--- src/rtl/fdu_pkg.sv ---
package fdu_pkg;

  // Register numbers inside the drive window.
  localparam logic [3:0] REG_STATUS  = 4'd0;
  localparam logic [3:0] REG_COMMAND = 4'd1;
  localparam logic [3:0] REG_ADDRESS = 4'd2;
  localparam logic [3:0] REG_DATA    = 4'd3;
  localparam logic [3:0] REG_SEED_LO = 4'd8;
  localparam logic [3:0] REG_SEED_HI = 4'd9;
  localparam logic [3:0] REG_ARM     = 4'd15;

  // Access kinds.
  localparam logic FUNC_READ  = 1'b0;
  localparam logic FUNC_WRITE = 1'b1;

  // Challenge arming sequence codes.
  localparam logic [1:0] ARM_IDLE  = 2'd0;
  localparam logic [1:0] ARM_ONE   = 2'd1;
  localparam logic [1:0] ARM_READY = 2'd2;

  // Fixed values.
  localparam logic [15:0] SEED_RESET  = 16'hFFF0;
  localparam logic [7:0]  STATUS_BASE = 8'h43;
  localparam logic [7:0]  ADDRESS_RD  = 8'hFF;
  // Low 15 bits of the response polynomial 0x8FAF.
  localparam logic [14:0] RESP_POLY   = 15'h0FAF;

  typedef struct packed {
    logic        func;
    logic [3:0]  reg_index;
    logic [15:0] write_value;
    logic        card_is_flash;
    logic        card_readonly;
    logic        busy_transfer;
    logic        ser_busy;
    logic        cmd_busy;
    logic [7:0]  card_byte_in;
  } in_t;

  typedef struct packed {
    logic [15:0] read_value;
    logic        card_read_strobe;
    logic        card_write_strobe;
    logic [7:0]  card_byte_out;
    logic        command_latch;
    logic        address_latch;
    logic [2:0]  mode_bits;
  } out_t;

  // Shifts four seed bits, most significant first, into the remainder register.
  function automatic logic [14:0] resp_step4(logic [14:0] rem, logic [3:0] bits);
    logic [14:0] r;
    logic        fb;
    r = rem;
    for (int i = 3; i >= 0; i--) begin
      fb = r[14] ^ bits[i];
      r  = {r[13:0], 1'b0} ^ (fb ? RESP_POLY : 15'd0);
    end
    return r;
  endfunction

endpackage

--- src/rtl/flash_drive_unlock_registers.sv ---
// Channel  | Direction | Handshake                  | Payload
// ---------+-----------+----------------------------+-----------------------
// in       | input     | in_valid_i / in_stall_o    | in_data_i  (in_t)
// out      | output    | out_valid_o / out_stall_i  | out_data_o (out_t)
// cfg      | input     | cfg_we_i                   | cfg_data_i (seed)
//
// One transaction enters per cycle unless input is stalled; its result appears
// in the output register on the next cycle. The output register decouples the
// sides: a new input transaction is taken when the output is empty or being
// drained and no rebuild runs. After reset and after every seed write the
// response remainder is rebuilt four seed bits per cycle; input stalls meanwhile.
// Reset clears the unlock bits, the arming sequence and the mode bits.
module flash_drive_unlock_registers (
  input  logic          clk_i,
  input  logic          rst_ni,
  input  logic          in_valid_i,
  output logic          in_stall_o,
  input  fdu_pkg::in_t  in_data_i,
  output logic          out_valid_o,
  input  logic          out_stall_i,
  output fdu_pkg::out_t out_data_o,
  input  logic          cfg_we_i,
  input  logic [15:0]   cfg_data_i
);
  import fdu_pkg::*;

  logic [15:0] seed_q;
  logic [14:0] rem_q, rem_d;
  logic        busy_q;
  logic [1:0]  cnt_q;
  logic [3:0]  nibble;

  logic [1:0]  unlock_q, unlock_d;
  logic [1:0]  arm_q, arm_d;
  logic [2:0]  mode_q, mode_d;

  logic        out_valid_q;
  out_t        out_q, res;
  logic        in_accept;
  logic        unlocked, armed;
  logic [15:0] resp;

  // Input is taken when the response is ready and the output register frees up.
  assign in_stall_o = busy_q | (out_valid_q & out_stall_i);
  assign in_accept  = in_valid_i & ~in_stall_o;

  // Seed nibble for the current remainder step, most significant first.
  always_comb begin
    unique case (cnt_q)
      2'd0:    nibble = seed_q[15:12];
      2'd1:    nibble = seed_q[11:8];
      2'd2:    nibble = seed_q[7:4];
      default: nibble = seed_q[3:0];
    endcase
  end

  assign rem_d = resp_step4(rem_q, nibble);

  // Response: 15-bit remainder on top, odd parity in bit 0.
  assign resp = {rem_q, ~(^rem_q)};

  // Seed register and the remainder sequencer.
  always_ff @(posedge clk_i or negedge rst_ni) begin
    if (!rst_ni) begin
      seed_q <= SEED_RESET;
      rem_q  <= '0;
      busy_q <= 1'b1;
      cnt_q  <= '0;
    end else if (cfg_we_i) begin
      seed_q <= cfg_data_i;
      rem_q  <= '0;
      busy_q <= 1'b1;
      cnt_q  <= '0;
    end else if (busy_q) begin
      rem_q <= rem_d;
      cnt_q <= cnt_q + 2'd1;
      if (cnt_q == 2'd3) begin
        busy_q <= 1'b0;
      end
    end
  end

  assign unlocked = (unlock_q == 2'b11);
  assign armed    = (arm_q == ARM_READY);

  // Register access decode and next state.
  always_comb begin
    res      = '0;
    unlock_d = unlock_q;
    arm_d    = arm_q;
    mode_d   = mode_q;
    if (in_data_i.func == FUNC_READ) begin
      priority if (unlocked && in_data_i.reg_index == REG_STATUS) begin
        res.read_value = {8'd0, STATUS_BASE | {in_data_i.cmd_busy, 1'b0,
                          in_data_i.ser_busy, in_data_i.busy_transfer,
                          in_data_i.card_readonly, ~in_data_i.card_is_flash, 2'b00}};
      end else if (unlocked && in_data_i.reg_index == REG_COMMAND) begin
        res.read_value = {13'd0, in_data_i.card_is_flash, 2'b00};
      end else if (unlocked && in_data_i.reg_index == REG_ADDRESS) begin
        res.read_value = {8'd0, ADDRESS_RD};
      end else if (unlocked && in_data_i.reg_index == REG_DATA) begin
        res.read_value       = {8'd0, in_data_i.card_byte_in};
        res.card_read_strobe = 1'b1;
      end else if (armed && in_data_i.reg_index == REG_SEED_LO) begin
        res.read_value = {8'd0, seed_q[7:0]};
      end else if (armed && in_data_i.reg_index == REG_SEED_HI) begin
        res.read_value = {8'd0, seed_q[15:8]};
      end else begin
        res.read_value = '0;
      end
    end else begin
      priority if (unlocked && in_data_i.reg_index == REG_STATUS) begin
        mode_d = in_data_i.write_value[7:5];
      end else if (unlocked && (in_data_i.reg_index == REG_COMMAND ||
                   in_data_i.reg_index == REG_ADDRESS ||
                   in_data_i.reg_index == REG_DATA)) begin
        res.card_write_strobe = 1'b1;
        res.card_byte_out     = in_data_i.write_value[7:0];
        res.command_latch     = (in_data_i.reg_index == REG_COMMAND);
        res.address_latch     = (in_data_i.reg_index == REG_ADDRESS);
      end else if (in_data_i.reg_index == REG_SEED_LO) begin
        if (armed && resp[7:0] == in_data_i.write_value[7:0]) begin
          unlock_d[0] = 1'b1;
        end
      end else if (in_data_i.reg_index == REG_SEED_HI) begin
        if (armed && resp[15:8] == in_data_i.write_value[7:0]) begin
          unlock_d[1] = 1'b1;
        end
      end else if (in_data_i.reg_index == REG_ARM) begin
        priority if (in_data_i.write_value == 16'd1 && arm_q == ARM_IDLE) begin
          arm_d = ARM_ONE;
        end else if (in_data_i.write_value == 16'd0 && arm_q == ARM_ONE) begin
          arm_d = ARM_READY;
        end else begin
          arm_d = ARM_IDLE;
        end
      end else begin
        mode_d = mode_q;
      end
    end
    res.mode_bits = mode_d;
  end

  // Drive state, updated once per accepted transaction.
  always_ff @(posedge clk_i or negedge rst_ni) begin
    if (!rst_ni) begin
      unlock_q <= '0;
      arm_q    <= ARM_IDLE;
      mode_q   <= '0;
    end else if (in_accept) begin
      unlock_q <= unlock_d;
      arm_q    <= arm_d;
      mode_q   <= mode_d;
    end
  end

  // Output register valid flag.
  always_ff @(posedge clk_i or negedge rst_ni) begin
    if (!rst_ni) begin
      out_valid_q <= 1'b0;
    end else if (in_accept) begin
      out_valid_q <= 1'b1;
    end else if (!out_stall_i) begin
      out_valid_q <= 1'b0;
    end
  end

  // Output register payload.
  always_ff @(posedge clk_i) begin
    if (in_accept) begin
      out_q <= res;
    end
  end

  assign out_valid_o = out_valid_q;
  assign out_data_o  = out_q;

endmodule

--- config.mk ---
export PLATFORM = sky130hd
export DESIGN_NAME = flash_drive_unlock_registers
export DESIGN_NICKNAME = d
export VERILOG_FILES = /design/src/rtl/fdu_pkg.sv /design/src/rtl/flash_drive_unlock_registers.sv
export SDC_FILE = /design/constraint.sdc
export NUM_CORES = 1
export LEC_CHECK = 0
export BUFFER_PORTS_ARGS = -buffer_cell sky130_fd_sc_hd__buf_2
export CAP_MARGIN = 30
export CORE_UTILIZATION = 48
export CTS_CLUSTER_DIAMETER = 80
export DETAILED_ROUTE_END_ITERATION = 12
export PLACE_DENSITY_LB_ADDON = 0.12
export SYNTH_ARGS = -nofsm -noshare
export SYNTH_HDL_FRONTEND = slang
export SYNTH_SLANG_ARGS = --single-unit
--- constraint.sdc ---
create_clock -name clk_i -period 2.6 [get_ports clk_i]
set_clock_uncertainty 0.15 [all_clocks]
set_input_delay 0.39 -clock clk_i [delete_from_list [all_inputs] [get_ports clk_i]]
set_output_delay 0.39 -clock clk_i [all_outputs]
set_load 0.02 [all_outputs]
# == After elaboration in Yosys (flattened, before gate mapping) ==
# Cells that the tools add are included.
# op_classes
add_sub_neg,1
n_eq_ne,16
n_mux,26
bitwise_logic,19
reduce_logical,26
# op_table
cell,count
$xor A15 B12 Y15,4
$mux W12,4
$mux W8,6
$mux W15,2
$eq A16 B1 Y1 const B,1
$eq A8 B8 Y1,2
$logic_not A16 Y1,1
$reduce_xor A15 Y1,1
$reduce_and A7 Y1,2
$eq A4 B4 Y1 const B,3
$pmux W4 S3,1
$logic_and A1 B1 Y1,11
$mux W11,1
$eq A2 B2 Y1 const B,4
$eq A4 B2 Y1 const B,2
$mux W2,4
$not A1 Y1,8
$mux W1,6
$mux W3,2
$reduce_and A6 Y1,1
$reduce_or A6 Y1,1
$eq A2 B1 Y1 const B,2
$eq A4 B1 Y1 const B,1
$logic_not A2 Y1,2
other kinds (11),16
# word_totals
register_bits,73
in_bits,55
output_inout_bits,33

# == Logic depth before layout (Yosys ltp) ==
# depth
word_depth,16
mapped_depth,9

# == Least setup slack after synthesis ==
# Ideal clock, no wire load.
# synth_timing
path_type,reg2reg
startpoint,register cnt_q[0]
endpoint,register rem_q[11]
arrival_ns,2.402
required_ns,2.346
path_slack_ns,-0.056
path_stages_with_launch,10
n_path_buf,0
synth_period_minus_slack_ns,2.656
cell_sequence,dfrtp_1 inv_1 ha_1 a222oi_1 a21oi_2 xnor2_2 xnor2_4 xnor2_2 or4b_1 o311ai_1
# synth_between
elab_chain_cells,10
elab_cells_between_ends,18
classes_between,eq/ne: 2; mux: 7; bitwise: 8; reduce/logical: 1
# synth_lines
item,line_no,text
"start, declared",flash_drive_unlock_registers.sv:30,logic [1:0] cnt_q;
"start signal, assigned",flash_drive_unlock_registers.sv:76,cnt_q <= cnt_q + 2'd1;
$eq A2 B2 Y1 (tied with other cells),flash_drive_unlock_registers.sv:49,unique case (cnt_q)
$pmux W4 S3 *,flash_drive_unlock_registers.sv:49,
$xor A1 B1 Y1,fdu_pkg.sv:56,fb = r[14] ^ bits[i];
$mux W12,fdu_pkg.sv:57,"r = {r[13:0], 1'b0} ^ (fb ? RESP_POLY : 15'd0);"
$xor A15 B12 Y15 (3 in series),fdu_pkg.sv:57,
$xor A15 B12 Y15 *,fdu_pkg.sv:57,
$mux W15 *,flash_drive_unlock_registers.sv:74,end else if (busy_q) begin
$mux W15 *,flash_drive_unlock_registers.sv:69,end else if (cfg_we_i) begin
"end signal, assigned",flash_drive_unlock_registers.sv:75,rem_q <= rem_d;
"end, declared",flash_drive_unlock_registers.sv:28,"logic [14:0] rem_q, rem_d;"
# Every way passes the cells marked *; elsewhere a longest branch is shown, timed or not. The select of a mux whose other input is x is not followed.
# A chain may end at the register's enable or synchronous reset.

# == Worst setup path after layout ==
# Same ends and word-level chain as after synthesis.

==> flow_summary_export.csv <==
group,metric,value,unit
synthesis,async_flop_share,64.62,%
clock_network,cts.reportedPaths.clkPinSlew,0.07,ns
status,outcome,"finished, violations left",
hold_path,hold-path-cell-count,2,
route,drtAntennaViolNets,0,
hold_path,min-delay-path-class,"in2reg",
sta,final-hold-violation-count,0,
synthesis,synthTopCellsByArea,"sky130_fd_sc_hd__dfrtp_1, sky130_fd_sc_hd__edfxtp_1, sky130_fd_sc_hd__dfstp_2, sky130_fd_sc_hd__mux2_2, sky130_fd_sc_hd__xnor2_1",
synthesis,ys.warnings.count,0,
run,max_cap_viol_count,0,
floorplanning,top_level_ports,88,
final_layout,post_route_cells_drive_above_1_share,39.12,%
route,drc,0,
setup_path,critical_path.slowest_cell,"sky130_fd_sc_hd__or4b_1",
global_route,global_route.usage.met3,3.265,%
global_route,gr-max-usage-layer,"met2",
sta,setup_slack,-0.007330,ns
clock_network,cts_buffer_depth,2,
pwr,cellPowerDensity,1047,mW/mm2
clock_network,cts-buffers-inserted,9,
synthesis,synth-seq-area-share,48.84,%
clock_network,cts_root_buf,"sky130_fd_sc_hd__clkbuf_8",
pwr,power.leakage,1.983,nW
placed_design,place.gp.congestion,0.7622,
setup_path,critPathMostFrequentCell,"sky130_fd_sc_hd__xnor2_2",
clock_network,clock_tree_from_tritoncts,"built",
route,starting_drt_drc_count,159,
synthesis,synthCells,312,
floorplanning,die_x,88.60,um
global_route,groute.layer.met2.usage,32.80,%
floorplanning,core_area,0.007253,mm2
setup_path,worst-r2r-cell-count,9,
clock_network,cts_htree_levels,3,
global_route,grt_first_pass_wirelength,12.16,mm
route,route.detailed.vias_per_inst,5.175,
setup_path,critical_path.endpoint_type,"register",
sta,grt_setup_unrepaired,"yes",
final_layout,antennaDiodeCount,0,
setup_path,critical_path.cell_chain,"inv_2, ha_4, a222oi_1, a21oi_2, xnor2_2, xnor2_4, xnor2_2, or4b_1, o311ai_1",
route,route.detailed.wl_per_inst,15.44,um
synthesis,netlist_area,0.003600,mm2
synthesis,synth_area_leader_cell,"sky130_fd_sc_hd__dfrtp_1",
setup_path,cp.arrival,2.70,ns
placed_design,place.detailed.hpwl,5.774,mm
synthesis,syn_avg_cell_area,11.54,um2
final_layout,layout-area-overhead-vs-synth,23.39,%
final_layout,final_util,61.24,%
floorplanning,dieHeight,88.60,um
placed_design,io_buffer_count,79,
clock_network,clk_latency,0.34,ns
pwr,final_power,0.004652,W
sta,setup_viol_count_final,1,
global_route,grt_overflow_total,0,
floorplanning,std_cell_rows,31,
setup_path,timing.setup.critical_path_class,"reg2reg",
final_layout,final_net_count,463,
global_route,antenna_found_initial,0,
global_route,first_global_vias,2433,
setup_path,delay_of_the_slowest_cell_on_the_worst_path,0.47,ns
pwr,irDropWorstVdd,0.7238,mV
setup_path,cp-start-kind,"register",
route,routed-via-count,2629,
floorplanning,die_area,0.007850,mm2
setup_path,critPathMaxFanout,5,
sta,timing.final.crit_share,100.3,%
sta,tightest_slew,0.7342,ns
sta,final_max_slew_viol_count,0,
global_route,grt_start_max_net_pins,41,
sta,min_period,2.607,ns
setup_path,worst-endpoint-required,2.69,ns
synthesis,yosys.cell_types.count,44,
sta,final.setup.tns,-0.007330,ns
synthesis,synth_enable_flop_cells,23,
sta,finalHoldWorstSlack,0.1311,ns
synthesis,synth_top_area_share,20.16,%
synthesis,synth_top_flop_cell,"sky130_fd_sc_hd__dfrtp_1",
synthesis,ff_latch_count_synth,65,
sta,max_slew_margin,51.05,%
route,postRouteWirelength,7.846,mm
route,drtPass1Iterations,6,
floorplanning,effective_utilization_at_floorplan,49.63,%
sta,timing.fmax,383.5,MHz
global_route,grt_util_all_layers,21.21,%
global_route,global_route.usage.met1,29.34,%
clock_network,clock_sinks,65,
status,failed_checks,"negative setup slack",
[Yosys cell counts, drive strengths merged (2+ instances only)]
cell    instances
a211oi          5
a21o            2
a21oi           8
a221oi          3
a222oi          9
a41o            2
and2           12
and3            3
buf            12
clkbuf          9
dfrtp          29
dfstp          13
edfxtp         23
ha              4
inv             6
mux2           22
mux2i           8
nand2           9
nand2b          2
nand3           5
nand3b          2
nand4           2
nand4b          2
nor2           37
nor2b           3
nor3            2
nor4            8
o21ai           5
or4b            2
xnor2          35
xor2           19
[final cells by class]
type                            count  area, um2
Inverter                            6      22.52
Fill cell                         610       2811
Timing Repair Buffer               95      538.0
Sequential cell                    65       1759
Clock buffer                       11      141.4
Multi-Input combinational cell    227       1778
Clock inverter                      5      78.83
Tap cell                           99      123.9
[power breakdown]
group          leakage, nW  internal [W]  switching (W)  total [W]
registers            0.725       0.00123       0.000227    0.00146
clock network        0.113      0.000565       0.000390   0.000955
logic                 1.14       0.00125       0.000990    0.00224
total                 1.98       0.00304        0.00161    0.00465
[cell usage in the layout (no fill, tap or decap), drive strengths merged, types with 3 or more instances in the layout]
cell	count
a211oi	5
a21oi	8
a221oi	3
a222oi	9
and2	12
and3	3
buf	94
clkbuf	11
clkinv	3
conb	8
dfrtp	29
dfstp	13
edfxtp	23
ha	4
inv	6
mux2	22
mux2i	8
nand2	9
nand3	5
nor2	37
nor2b	3
nor4	8
o21ai	5
xnor2	35
xor2	19
[sequential cells by signal (all words and copies together), names as in the netlist, 2 cells and up]
register / flops
rem_q: 15
mode_q: 3
out_data_o: 23
cnt_q: 2
seed_q: 16
arm_q: 2
unlock_q: 2
[critical path: cells and delay by family, from the launching register on]
kind | cells | cell delay [ns]
flip-flops | 1 | 0.39
XOR/XNOR | 3 | 0.62
AND/OR/NAND/NOR | 1 | 0.47
adder cells (fa/ha/maj) | 1 | 0.17
AO/OA/AOI/OAI | 3 | 0.63
buffers and inverters | 1 | 0.07
[metrics by stage]
stage	setup slack (ns)	cells	cell area, um2
6_report	-0.007330	508	4442
3_5_place_dp	0.004754	487	4145
5_1_grt	-0.1406	508	4442
3_3_place_gp	0.07047	486	4125
4_1_cts	0.01002	504	4375
2_1_floorplan	-0.03056	319	3640
[worst paths after layout]
path	slack, ns	from	end
max	-0.007	cnt_q[0]$_DFFE_PN0P_	rem_q[11]$_DFFE_PN0P_
min in group asynchronous	0.30	rst_ni	out_valid_o$_DFFE_PN0P_
max in group asynchronous	1.48	rst_ni	seed_q[11]$_DFFE_PN1P_
min	0.13	cfg_data_i[14]	seed_q[14]$_DFFE_PN1P_
min reg2reg	0.34	unlock_q[1]$_DFFE_PN0P_	unlock_q[1]$_DFFE_PN0P_
max reg2reg	-0.007	cnt_q[0]$_DFFE_PN0P_	rem_q[11]$_DFFE_PN0P_
[what timing repair did]
item / 4_1_cts / 5_1_grt
gates resized for setup: 0 / 7
setup buffers: 0 / 3
pin swaps: 2 / 10
endpoints found under the setup margin: 1 / 4
endpoints found under the hold margin: 8 / 0
hold buffers: 1 / 0
[layer usage]
metal	vias to the layer above	wire length (um)
met1	1261	3597
met3	11	374
met2	74	3756
li1	1283	-
met4	0	117
met5	-	0
[kinds of logic after synthesis]
group                      share of synthesized area (%)
xor gates and xnor gates                           15.22
AOI/OAI and AO/OA                                  7.995
DFF                                                48.84
and+or+nand+nor                                    13.69
buffers and inverters                              3.649
muxes                                              9.107
other                                             0.1042
adders and majority gates                          1.390
No activity file was read; power rests on OpenSTA's default activity.
